**src/rtl/pse_pkg.sv**
```systemverilog
// Shared types, constants and the CRC-32 byte step of the PNG stored-stream encoder.
package pse_pkg;

  localparam int unsigned QDEPTH = 4;
  localparam int unsigned QPTR_W = 2;
  localparam int unsigned SIZE_W = 13;
  localparam int unsigned TOTAL_W = 28;

  localparam logic [31:0] CRC_POLY = 32'hEDB88320;
  localparam logic [31:0] CRC_INIT = 32'hFFFFFFFF;
  localparam logic [16:0] ADLER_MOD = 17'd65521;

  typedef struct packed {
    logic [7:0] pix;
    logic       first;
    logic       row_start;
    logic       last;
  } token_t;

  typedef struct packed {
    logic [SIZE_W-1:0] width;
    logic [SIZE_W-1:0] height;
  } img_size_t;

  function automatic logic [31:0] crc_byte(input logic [31:0] c_in, input logic [7:0] b);
    logic [31:0] c;
    c = c_in ^ {24'd0, b};
    for (int k = 0; k < 8; k++) begin
      c = c[0] ? ((c >> 1) ^ CRC_POLY) : (c >> 1);
    end
    return c;
  endfunction

endpackage

```
**src/rtl/pse_queue.sv**
```systemverilog
// Small register queue of classified transactions between front and back.
module pse_queue
  import pse_pkg::*;
(
  input  logic   clk,
  input  logic   rst_n,
  input  logic   push,
  input  token_t wdata,
  output logic   full,
  input  logic   pop,
  output logic   empty,
  output token_t rdata
);

  token_t              mem_r [QDEPTH];
  logic [QPTR_W-1:0]   wp_r;
  logic [QPTR_W-1:0]   rp_r;
  logic [QPTR_W:0]     cnt_r;
  logic                do_push;
  logic                do_pop;

  assign full    = (cnt_r == (QPTR_W+1)'(QDEPTH));
  assign empty   = (cnt_r == '0);
  assign rdata   = mem_r[rp_r];
  assign do_push = push && !full;
  assign do_pop  = pop && !empty;

  always_ff @(posedge clk) begin
    if (do_push) begin
      mem_r[wp_r] <= wdata;
    end
    if (!rst_n) begin
      wp_r  <= '0;
      rp_r  <= '0;
      cnt_r <= '0;
    end else begin
      if (do_push) begin
        wp_r <= wp_r + 1'b1;
      end
      if (do_pop) begin
        rp_r <= rp_r + 1'b1;
      end
      cnt_r <= cnt_r + (QPTR_W+1)'(do_push) - (QPTR_W+1)'(do_pop);
    end
  end

endmodule

```
**src/rtl/pse_front.sv**
```systemverilog
// Front end: configuration registers, input acceptance and row/image classification.
module pse_front
  import pse_pkg::*;
#(
  parameter int unsigned MAX_WIDTH  = 4096,
  parameter int unsigned MAX_HEIGHT = 4096
) (
  input  logic        clk,
  input  logic        rst_n,
  input  logic        cfg_psel,
  input  logic        cfg_penable,
  input  logic        cfg_pwrite,
  input  logic [2:0]  cfg_paddr,
  input  logic [31:0] cfg_pwdata,
  output logic [31:0] cfg_prdata,
  input  logic        in_push,
  input  logic [7:0]  in_pixel_byte,
  input  logic        q_full,
  output logic        q_push,
  output token_t      q_wdata,
  output img_size_t   size
);

  logic [SIZE_W-1:0] width_r;
  logic [SIZE_W-1:0] height_r;
  logic [14:0]       row_bytes_r;
  logic [SIZE_W-1:0] rows_r;
  logic              started_r;
  logic              wr;
  logic [SIZE_W-1:0] wval;
  logic [SIZE_W-1:0] w_clamped;
  logic [SIZE_W-1:0] h_clamped;
  logic              row_end;
  logic              img_end;

  assign wr   = cfg_psel && cfg_penable && cfg_pwrite && !started_r;
  assign wval = cfg_pwdata[SIZE_W-1:0];

  always_comb begin
    w_clamped = wval;
    if (wval == '0) begin
      w_clamped = SIZE_W'(1);
    end else if ({2'b00, wval} > 15'(MAX_WIDTH)) begin
      w_clamped = SIZE_W'(MAX_WIDTH);
    end
    h_clamped = wval;
    if (wval == '0) begin
      h_clamped = SIZE_W'(1);
    end else if ({2'b00, wval} > 15'(MAX_HEIGHT)) begin
      h_clamped = SIZE_W'(MAX_HEIGHT);
    end
  end

  assign cfg_prdata = {19'd0, cfg_paddr[2] ? height_r : width_r};
  assign size       = '{width: width_r, height: height_r};

  assign q_push  = in_push && !q_full;
  assign row_end = (row_bytes_r + 15'd1) == {width_r, 2'b00};
  assign img_end = row_end && ((rows_r + 1'b1) == height_r);

  assign q_wdata = '{pix: in_pixel_byte, first: !started_r,
                     row_start: (row_bytes_r == '0), last: img_end};

  always_ff @(posedge clk) begin
    if (!rst_n) begin
      width_r     <= SIZE_W'(1);
      height_r    <= SIZE_W'(1);
      row_bytes_r <= '0;
      rows_r      <= '0;
      started_r   <= 1'b0;
    end else begin
      if (wr && !cfg_paddr[2]) begin
        width_r <= w_clamped;
      end
      if (wr && cfg_paddr[2]) begin
        height_r <= h_clamped;
      end
      if (q_push) begin
        if (img_end) begin
          row_bytes_r <= '0;
          rows_r      <= '0;
          started_r   <= 1'b0;
        end else if (row_end) begin
          row_bytes_r <= '0;
          rows_r      <= rows_r + 1'b1;
          started_r   <= 1'b1;
        end else begin
          row_bytes_r <= row_bytes_r + 15'd1;
          started_r   <= 1'b1;
        end
      end
    end
  end

endmodule

```
**src/rtl/pse_back.sv**
```systemverilog
// Back end: byte sequencer for PNG headers, stored blocks, checksums and trailer.
module pse_back
  import pse_pkg::*;
(
  input  logic       clk,
  input  logic       rst_n,
  input  img_size_t  size,
  input  logic       q_empty,
  input  token_t     q_rdata,
  output logic       q_pop,
  output logic       out_empty,
  input  logic       out_pop,
  output logic [7:0] out_out_byte,
  output logic       out_last_of_run,
  output logic       out_image_done
);

  typedef enum logic [2:0] {ST_IDLE, ST_HDR, ST_BLK, ST_RAW, ST_TRL} state_t;

  state_t             state_r, state_nxt;
  logic [5:0]         idx_r, idx_nxt;
  token_t             tok_r, tok_nxt;
  logic               fpend_r, fpend_nxt;
  logic [7:0]         raw_r, raw_nxt;
  logic [31:0]        crc_r, crc_nxt;
  logic [31:0]        hold_r, hold_nxt;
  logic [15:0]        alow_r, alow_nxt;
  logic [15:0]        ahigh_r, ahigh_nxt;
  logic [TOTAL_W-1:0] pos_r, pos_nxt;
  logic [15:0]        bleft_r, bleft_nxt;
  logic               ov_r, ov_nxt;
  logic [7:0]         ob_r;
  logic               olast_r;
  logic               odone_r;

  logic [TOTAL_W-1:0] total_r;
  logic [12:0]        blocks_r;
  logic [31:0]        idat_len_r;
  logic [TOTAL_W:0]   bsum;
  logic [16:0]        bpart;

  logic               adv;
  logic               finish;
  logic               load;
  logic [7:0]         byte_c;
  logic               crc_rst;
  logic               crc_first;
  logic               crc_cont;
  logic [31:0]        crc_fin;
  logic [1:0]         crc_ofs;
  logic [TOTAL_W-1:0] rest;
  logic [15:0]        blen;
  logic               bfinal;
  logic [16:0]        lsum;
  logic [15:0]        lnew;
  logic [16:0]        hsum;
  logic [15:0]        hnew;

  assign bsum  = {1'b0, total_r} + (TOTAL_W+1)'(65534);
  assign bpart = 17'(bsum[TOTAL_W:16]) + {1'b0, bsum[15:0]};

  always_ff @(posedge clk) begin
    total_r    <= ({13'd0, size.width, 2'b00} + 28'd1) * {15'd0, size.height};
    blocks_r   <= 13'(bsum[TOTAL_W:16]) + 13'(bpart >= 17'd65535);
    idat_len_r <= 32'(total_r) + 32'd6 + {17'd0, blocks_r, 2'b00} + {19'd0, blocks_r};
  end

  assign crc_fin = ~crc_r;
  assign rest    = total_r - pos_r;
  assign bfinal  = (rest <= TOTAL_W'(65535));
  assign blen    = bfinal ? rest[15:0] : 16'hFFFF;
  assign lsum    = {1'b0, alow_r} + {9'd0, raw_r};
  assign lnew    = (lsum >= ADLER_MOD) ? 16'(lsum - ADLER_MOD) : lsum[15:0];
  assign hsum    = {1'b0, ahigh_r} + {1'b0, lnew};
  assign hnew    = (hsum >= ADLER_MOD) ? 16'(hsum - ADLER_MOD) : hsum[15:0];

  assign adv = (state_r != ST_IDLE) && (!ov_r || out_pop);

  always_comb begin
    byte_c    = 8'h00;
    crc_rst   = 1'b0;
    crc_first = 1'b0;
    crc_cont  = 1'b0;
    crc_ofs   = 2'd0;
    unique case (state_r)
      ST_HDR: begin
        case (idx_r)
          6'd0:  byte_c = 8'h89;
          6'd1:  byte_c = 8'h50;
          6'd2:  byte_c = 8'h4E;
          6'd3:  byte_c = 8'h47;
          6'd4:  byte_c = 8'h0D;
          6'd5:  byte_c = 8'h0A;
          6'd6:  byte_c = 8'h1A;
          6'd7:  byte_c = 8'h0A;
          6'd11: byte_c = 8'h0D;
          6'd12: begin
            byte_c  = 8'h49;
            crc_rst = 1'b1;
          end
          6'd13: byte_c = 8'h48;
          6'd14: byte_c = 8'h44;
          6'd15: byte_c = 8'h52;
          6'd18: byte_c = {3'd0, size.width[12:8]};
          6'd19: byte_c = size.width[7:0];
          6'd22: byte_c = {3'd0, size.height[12:8]};
          6'd23: byte_c = size.height[7:0];
          6'd24: byte_c = 8'h08;
          6'd25: byte_c = 8'h06;
          6'd29: crc_first = 1'b1;
          6'd30, 6'd31, 6'd32: begin
            crc_cont = 1'b1;
            crc_ofs  = 2'(idx_r - 6'd29);
          end
          6'd33: byte_c = idat_len_r[31:24];
          6'd34: byte_c = idat_len_r[23:16];
          6'd35: byte_c = idat_len_r[15:8];
          6'd36: byte_c = idat_len_r[7:0];
          6'd37: begin
            byte_c  = 8'h49;
            crc_rst = 1'b1;
          end
          6'd38: byte_c = 8'h44;
          6'd39: byte_c = 8'h41;
          6'd40: byte_c = 8'h54;
          6'd41: byte_c = 8'h78;
          6'd42: byte_c = 8'h01;
          default: byte_c = 8'h00;
        endcase
      end
      ST_BLK: begin
        case (idx_r[2:0])
          3'd0:    byte_c = {7'd0, bfinal};
          3'd1:    byte_c = blen[7:0];
          3'd2:    byte_c = blen[15:8];
          3'd3:    byte_c = ~blen[7:0];
          default: byte_c = ~blen[15:8];
        endcase
      end
      ST_RAW: byte_c = raw_r;
      ST_TRL: begin
        case (idx_r)
          6'd0:  byte_c = ahigh_r[15:8];
          6'd1:  byte_c = ahigh_r[7:0];
          6'd2:  byte_c = alow_r[15:8];
          6'd3:  byte_c = alow_r[7:0];
          6'd4, 6'd16: crc_first = 1'b1;
          6'd5, 6'd6, 6'd7: begin
            crc_cont = 1'b1;
            crc_ofs  = 2'(idx_r - 6'd4);
          end
          6'd12: begin
            byte_c  = 8'h49;
            crc_rst = 1'b1;
          end
          6'd13: byte_c = 8'h45;
          6'd14: byte_c = 8'h4E;
          6'd15: byte_c = 8'h44;
          6'd17, 6'd18, 6'd19: begin
            crc_cont = 1'b1;
            crc_ofs  = 2'(idx_r - 6'd16);
          end
          default: byte_c = 8'h00;
        endcase
      end
      default: byte_c = 8'h00;
    endcase
    if (crc_first) begin
      byte_c = crc_fin[31:24];
    end else if (crc_cont) begin
      case (crc_ofs)
        2'd1:    byte_c = hold_r[23:16];
        2'd2:    byte_c = hold_r[15:8];
        default: byte_c = hold_r[7:0];
      endcase
    end
  end

  always_comb begin
    state_nxt = state_r;
    idx_nxt   = idx_r;
    tok_nxt   = tok_r;
    fpend_nxt = fpend_r;
    raw_nxt   = raw_r;
    crc_nxt   = crc_r;
    hold_nxt  = hold_r;
    alow_nxt  = alow_r;
    ahigh_nxt = ahigh_r;
    pos_nxt   = pos_r;
    bleft_nxt = bleft_r;
    finish    = 1'b0;
    ov_nxt    = ov_r && !out_pop;

    if (adv) begin
      ov_nxt  = 1'b1;
      crc_nxt = crc_byte(crc_rst ? CRC_INIT : crc_r, byte_c);
      if (crc_first) begin
        hold_nxt = crc_fin;
      end
      idx_nxt = idx_r + 6'd1;
      unique case (state_r)
        ST_HDR: begin
          if (idx_r == 6'd42) begin
            idx_nxt   = '0;
            raw_nxt   = tok_r.row_start ? 8'h00 : tok_r.pix;
            fpend_nxt = tok_r.row_start;
            state_nxt = (bleft_r == '0) ? ST_BLK : ST_RAW;
          end
        end
        ST_BLK: begin
          if (idx_r == 6'd4) begin
            idx_nxt   = '0;
            bleft_nxt = blen;
            state_nxt = ST_RAW;
          end
        end
        ST_RAW: begin
          idx_nxt   = '0;
          bleft_nxt = bleft_r - 16'd1;
          pos_nxt   = pos_r + TOTAL_W'(1);
          alow_nxt  = lnew;
          ahigh_nxt = hnew;
          if (fpend_r) begin
            fpend_nxt = 1'b0;
            raw_nxt   = tok_r.pix;
            state_nxt = (bleft_nxt == '0) ? ST_BLK : ST_RAW;
          end else if (tok_r.last) begin
            state_nxt = ST_TRL;
          end else begin
            finish = 1'b1;
          end
        end
        ST_TRL: begin
          if (idx_r == 6'd19) begin
            finish    = 1'b1;
            crc_nxt   = CRC_INIT;
            alow_nxt  = 16'd1;
            ahigh_nxt = '0;
            pos_nxt   = '0;
            bleft_nxt = '0;
          end
        end
        default: state_nxt = ST_IDLE;
      endcase
    end

    if (finish) begin
      state_nxt = ST_IDLE;
    end
    load = ((state_r == ST_IDLE) || finish) && !q_empty;
    if (load) begin
      tok_nxt = q_rdata;
      idx_nxt = '0;
      if (q_rdata.first) begin
        state_nxt = ST_HDR;
      end else begin
        raw_nxt   = q_rdata.row_start ? 8'h00 : q_rdata.pix;
        fpend_nxt = q_rdata.row_start;
        state_nxt = (bleft_nxt == '0) ? ST_BLK : ST_RAW;
      end
    end
  end

  assign q_pop           = load;
  assign out_empty       = !ov_r;
  assign out_out_byte    = ob_r;
  assign out_last_of_run = olast_r;
  assign out_image_done  = odone_r;

  always_ff @(posedge clk) begin
    tok_r  <= tok_nxt;
    raw_r  <= raw_nxt;
    hold_r <= hold_nxt;
    if (adv) begin
      ob_r    <= byte_c;
      olast_r <= finish;
      odone_r <= finish && (state_r == ST_TRL);
    end
    if (!rst_n) begin
      state_r <= ST_IDLE;
      idx_r   <= '0;
      fpend_r <= 1'b0;
      crc_r   <= CRC_INIT;
      alow_r  <= 16'd1;
      ahigh_r <= '0;
      pos_r   <= '0;
      bleft_r <= '0;
      ov_r    <= 1'b0;
    end else begin
      state_r <= state_nxt;
      idx_r   <= idx_nxt;
      fpend_r <= fpend_nxt;
      crc_r   <= crc_nxt;
      alow_r  <= alow_nxt;
      ahigh_r <= ahigh_nxt;
      pos_r   <= pos_nxt;
      bleft_r <= bleft_nxt;
      ov_r    <= ov_nxt;
    end
  end

endmodule

```
**src/rtl/png_stored_stream_encoder_core.sv**
```systemverilog
// Top level of the PNG stored-stream encoder: front end, transaction queue and byte sequencer.
//
//   Channel  Ports                                  Direction  Transaction
//   input    in_push, in_full, in_pixel_byte        in         one RGBA byte
//   result   out_empty, out_pop, out_out_byte, ...  out        one PNG stream byte
//   config   cfg_psel ... cfg_pready                in         register write or read
//
// The back end emits one stream byte per cycle while the output is not stalled, and header,
// block header and trailer bytes come on top of the pixel bytes; a four-entry queue absorbs them.
// A stream holds 43 header and 20 trailer bytes, 5 per block, one per row and one per pixel byte.
// Reset is synchronous and active low and sets width and height to 1.
// A stalled output holds the back end; a full queue deasserts acceptance at the input.
module png_stored_stream_encoder_core
  import pse_pkg::*;
#(
  parameter int unsigned MAX_WIDTH  = 4096,
  parameter int unsigned MAX_HEIGHT = 4096
) (
  input  logic        clk,
  input  logic        rst_n,
  input  logic        cfg_psel,
  input  logic        cfg_penable,
  input  logic        cfg_pwrite,
  input  logic [2:0]  cfg_paddr,
  input  logic [31:0] cfg_pwdata,
  output logic [31:0] cfg_prdata,
  output logic        cfg_pready,
  input  logic        in_push,
  output logic        in_full,
  input  logic [7:0]  in_pixel_byte,
  output logic        out_empty,
  input  logic        out_pop,
  output logic [7:0]  out_out_byte,
  output logic        out_last_of_run,
  output logic        out_image_done
);

  token_t    q_wdata;
  token_t    q_rdata;
  logic      q_push;
  logic      q_pop;
  logic      q_full;
  logic      q_empty;
  img_size_t size;

  assign cfg_pready = 1'b1;
  assign in_full    = q_full;

  pse_front #(
    .MAX_WIDTH (MAX_WIDTH),
    .MAX_HEIGHT(MAX_HEIGHT)
  ) u_front (
    .clk          (clk),
    .rst_n        (rst_n),
    .cfg_psel     (cfg_psel),
    .cfg_penable  (cfg_penable),
    .cfg_pwrite   (cfg_pwrite),
    .cfg_paddr    (cfg_paddr),
    .cfg_pwdata   (cfg_pwdata),
    .cfg_prdata   (cfg_prdata),
    .in_push      (in_push),
    .in_pixel_byte(in_pixel_byte),
    .q_full       (q_full),
    .q_push       (q_push),
    .q_wdata      (q_wdata),
    .size         (size)
  );

  pse_queue u_queue (
    .clk  (clk),
    .rst_n(rst_n),
    .push (q_push),
    .wdata(q_wdata),
    .full (q_full),
    .pop  (q_pop),
    .empty(q_empty),
    .rdata(q_rdata)
  );

  pse_back u_back (
    .clk            (clk),
    .rst_n          (rst_n),
    .size           (size),
    .q_empty        (q_empty),
    .q_rdata        (q_rdata),
    .q_pop          (q_pop),
    .out_empty      (out_empty),
    .out_pop        (out_pop),
    .out_out_byte   (out_out_byte),
    .out_last_of_run(out_last_of_run),
    .out_image_done (out_image_done)
  );

endmodule
```
**config.mk**
```make
export PLATFORM = sky130hd
export DESIGN_NAME = png_stored_stream_encoder_core
export DESIGN_NICKNAME = d
export VERILOG_FILES = /design/src/rtl/pse_pkg.sv /design/src/rtl/pse_queue.sv /design/src/rtl/pse_front.sv /design/src/rtl/pse_back.sv /design/src/rtl/png_stored_stream_encoder_core.sv
export SDC_FILE = /design/constraint.sdc
export NUM_CORES = 2
export LEC_CHECK = 0
export ABC_AREA = 1
export BUFFER_PORTS_ARGS = -buffer_cell sky130_fd_sc_hd__buf_2
export CAP_MARGIN = 5
export CORE_MARGIN = 1
export CORE_UTILIZATION = 60
export DETAILED_ROUTE_END_ITERATION = 6
export HOLD_SLACK_MARGIN = 0.1
export PLACE_DENSITY = 0.81
export SLEW_MARGIN = 20
export SYNTH_ARGS = -nofsm -noshare
export SYNTH_HDL_FRONTEND = slang
export SYNTH_SLANG_ARGS = --single-unit
```
**constraint.sdc**
```tcl
create_clock -name clk -period 8 [get_ports clk]
set_clock_uncertainty 0.05 [all_clocks]
set_input_delay 0 -clock clk [delete_from_list [all_inputs] [get_ports clk]]
set_output_delay 0 -clock clk [all_outputs]
set_load 0.01 [all_outputs]
```
==> metrics.cfg <==
[synth]
synthCells=4224
synth_area_leaders=dfxtp_1 (18%), nand2_1 (13%), fa_1 (9.9%)
yosysTopAreaCellShare_pct=17.5
synth_edf_count=88
synthMuxAreaShare_pct=0
async_flop_share_pct=0
synth-compound-area-share_pct=12.5
ys_seq_area_share_pct=26.3
synth_seq_cells=350
ys.flop_type=dfxtp_1
syn_avg_cell_area_um2=7.09
synth_adder_area_share_pct=17.6
synth.distinct_cells=73
synth_top_family_by_area=simple AND/OR/NAND/NOR gates
synth_area_um2=30000
yosys.area_share.xor_xnor_pct=6.28
synth_area_leader_cell=dfxtp_1
ys_warn_count=0
synth_simple_gate_area_share_pct=25.8

[setup_path]
reg2reg_slack_ps=1080
cp_top_family=simple AND/OR/NAND/NOR gates
crit_type=register to register
r2r-end=u_back.ahigh_r[10]
required_ps=8450
ff2ff_path_depth=36
cp-end-kind=register
r2r_start=u_back.alow_r[0]
startpoint_type=register
critPathMostFrequentCell=nand2_1
critical_path_arrival_ps=7370
slowest_delay_ps=450
crit_buf_inv=2
crit_fanout=11
slowest_stage=o31ai_4

[min_path]
hold_start=in_pixel_byte[2]
hold_path_end=u_queue.mem_r[1][5]
hold_path.class=primary input to register
holdPathStages=2

[placement]
place.gp.congestion=1.00
dp_hpwl_um=60400
io_buffers=53

[routing]
routedWlPerCell_um=16.3
drt_first_pass_iters=7
drt_iter0_markers=2591
drtAntennaViolNets=0
vias=27899
wirelength_um=80700
remaining_drc_errors=6
vias_per_cell=5.63

[floorplan]
rows=81
start_util_pct=61.1
coreArea_um2=49100
io_pins=95
dieHeight_um=225
dieArea_um2=50800
die_w_um=225

[power]
power.total_uw=7730
p_per_area_nw_per_um2=239
power.leakage_uw=0.0159
vdd_ir_drop_max_v=0.000252

[sta]
fin_setup_tns_ps=0
max_slew_margin_pct=26.9
maxSlewViolCount=0
fin_crit_ps=6920
rsz0062_at_grt=no
period_share_pct=86.5
setup_violations=0
hold_viol_final=0
max_freq_ghz=0.144
tightest_slew_ps=1090

[clock_tree]
cts_tree=done
cts_buffers=38
cts_hold_buf=36
h-tree-depth=2
post_cts_buffers=0
clkSinkCount=350
clk_pin_slew_ps=70
clock_path_buffers=3
insertion_delay_ps=580
ctsRootBufferMaster=clkbuf_16
post_cts_resized=0

[finish]
final_nets=4645
multi_input_area_um2=18700
diodes=0
drive_gt1_share_pct=6.45
register_area_um2=7890
fillers=4225
area_delta_synth_final_pct=8.20

[run_status]
violations=DRC
status=complete, but fails checks

[grt]
use_met2_pct=51.8
grt_max_degree=57
grt_overflow=0
use_met3_pct=5.63
grt_pass1_vias=26338
met1_usage_pct=42.0
antenna_found_initial=0
grt_usage_pct=31.9
grt-busiest-layer=met2
grt_first_pass_wirelength_um=130000

[flow_run]
maxCapViolations=0

[how the worst max path moves through the flow]
stage,from,endpoint,cells past startpoint
6_report,u_back.alow_r[0],u_back.ahigh_r[10],36
5_1_grt,u_back.alow_r[0],u_back.ahigh_r[10],40
4_1_cts,u_back.alow_r[0],u_back.ahigh_r[10],41
3_5_place_dp,u_back.alow_r[0],u_back.ahigh_r[10],36
3_3_place_gp,u_back.alow_r[0],u_back.ahigh_r[10],36
2_1_floorplan,u_front.height_r[3],u_back.total_r[24],31
[final cells by class]
type | instances | share of cell area (%)
clock buffer | 45 | 3.14
clock inverter | 25 | 0.973
inverter | 746 | 8.64
multi-input combinational | 3009 | 57.8
sequential | 350 | 24.3
tap | 664 | 2.56
timing repair buffer | 117 | 2.58
[report_power, final]
part           internal [uW]  total, uW  switching, uW
Sequential              2120       2350            230
Combinational           1120       3470           2360
Clock                   1120       1910            791
[cells by family after synthesis]
family | after synthesis
simple gates | 1790
buf+inv | 884
compound gates | 651
flops | 350
fa+ha+maj | 333
xor+xnor | 214
other cells | 2
[synth_stat cells (12+ instances only)]
cell and number:
a211oi_1 22, a22o_1 14, a31oi_1 20, clkbuf_1 105, nand4_1 50, nand3b_1 12
o21ai_1 26, nand2_1 1009, a221oi_1 19, nor2_2 15, o22ai_1 19, inv_2 25
buf_4 20, dfxtp_1 262, ha_1 185, xor2_1 177, or2_2 12, nor4_1 27
xnor2_1 36, edfxtp_1 88, nand3_1 189, nor3_1 70, nand2_2 38, o211ai_1 12
o21ai_0 182, nor2_1 327, a21oi_1 272, inv_1 716, fa_1 148
[state kept, by name (all words and copies together), names as in the netlist, 2 cells and up, named ones only]
name / flops
u_queue.wp_r: 2
u_back.total_r: 28
u_back.out_out_byte: 8
u_front.row_bytes_r: 15
u_back.bleft_r: 16
u_back.raw_r: 8
u_back.hold_r: 24
u_back.idat_len_r: 30
u_back.crc_r: 32
u_back.ahigh_r: 16
u_queue.mem_r: 44
u_queue.rp_r: 2
u_back.pos_r: 28
u_front.rows_r: 13
u_queue.cnt_r: 3
u_front.width_r: 13
u_front.height_r: 13
u_back.blocks_r: 13
u_back.idx_r: 6
u_back.tok_r: 10
u_back.alow_r: 16
u_back.state_r: 3
[metal layers]
layer | share of wire (%) | routed length, um
met3 | 10 | 8110
met5 | 0 | 0
met4 | 3.7 | 3000
met2 | 45 | 36500
met1 | 41 | 33100
[stage by stage]
stage          instance area (um2)  setup WS (ps)  hold WS, ps  utilization [%]  instances
6_report                     32400           1080          131             66.1       4956
3_5_place_dp                 30700           1190          171             62.6       4850
3_3_place_gp                 30700           1330          165             62.6       4850
4_1_cts                      32400           1170          109             66.1       4956
5_1_grt                      32400            296          136             66.1       4956
2_1_floorplan                30000           1960         48.9                -       4243
[worst reg2reg max path, delay by kind of cell (launching register included)]
family                     cells  cell delay (ps)
xor gates and xnor gates       2              340
buffers and inverters          2              190
DFF                            1              420
adders and majority gates      4             1060
AOI/OAI and AO/OA              8             1680
and+or+nand+nor               20             3100
[cell usage in the layout (no fill, tap or decap), types with 9 or more instances in the layout]
cell / netlist / routed
nand2_1: 1009 / 1009
inv_1: 716 / 715
nor2_1: 327 / 327
a21oi_1: 272 / 271
dfxtp_1: 262 / 262
nand3_1: 189 / 189
ha_1: 185 / 185
o21ai_0: 182 / 182
xor2_1: 177 / 177
fa_1: 148 / 148
edfxtp_1: 88 / 88
nor3_1: 70 / 70
buf_2: 5 / 53
nand4_1: 50 / 50
clkbuf_16: 0 / 39
nand2_2: 38 / 38
xnor2_1: 36 / 36
dlygate4sd3_1: 0 / 36
buf_4: 20 / 28
nor4_1: 27 / 27
inv_2: 25 / 25
o21ai_1: 26 / 24
a211oi_1: 22 / 22
conb_1: 2 / 21
a31oi_1: 20 / 20
o22ai_1: 19 / 19
a221oi_1: 19 / 19
nor2_2: 15 / 15
a22o_1: 14 / 14
or2_2: 12 / 12
nand3b_1: 12 / 12
o211ai_1: 12 / 12
nand3_2: 10 / 10
a21o_1: 9 / 9
o2111ai_1: 9 / 9
(Power assumes the default switching activity.)
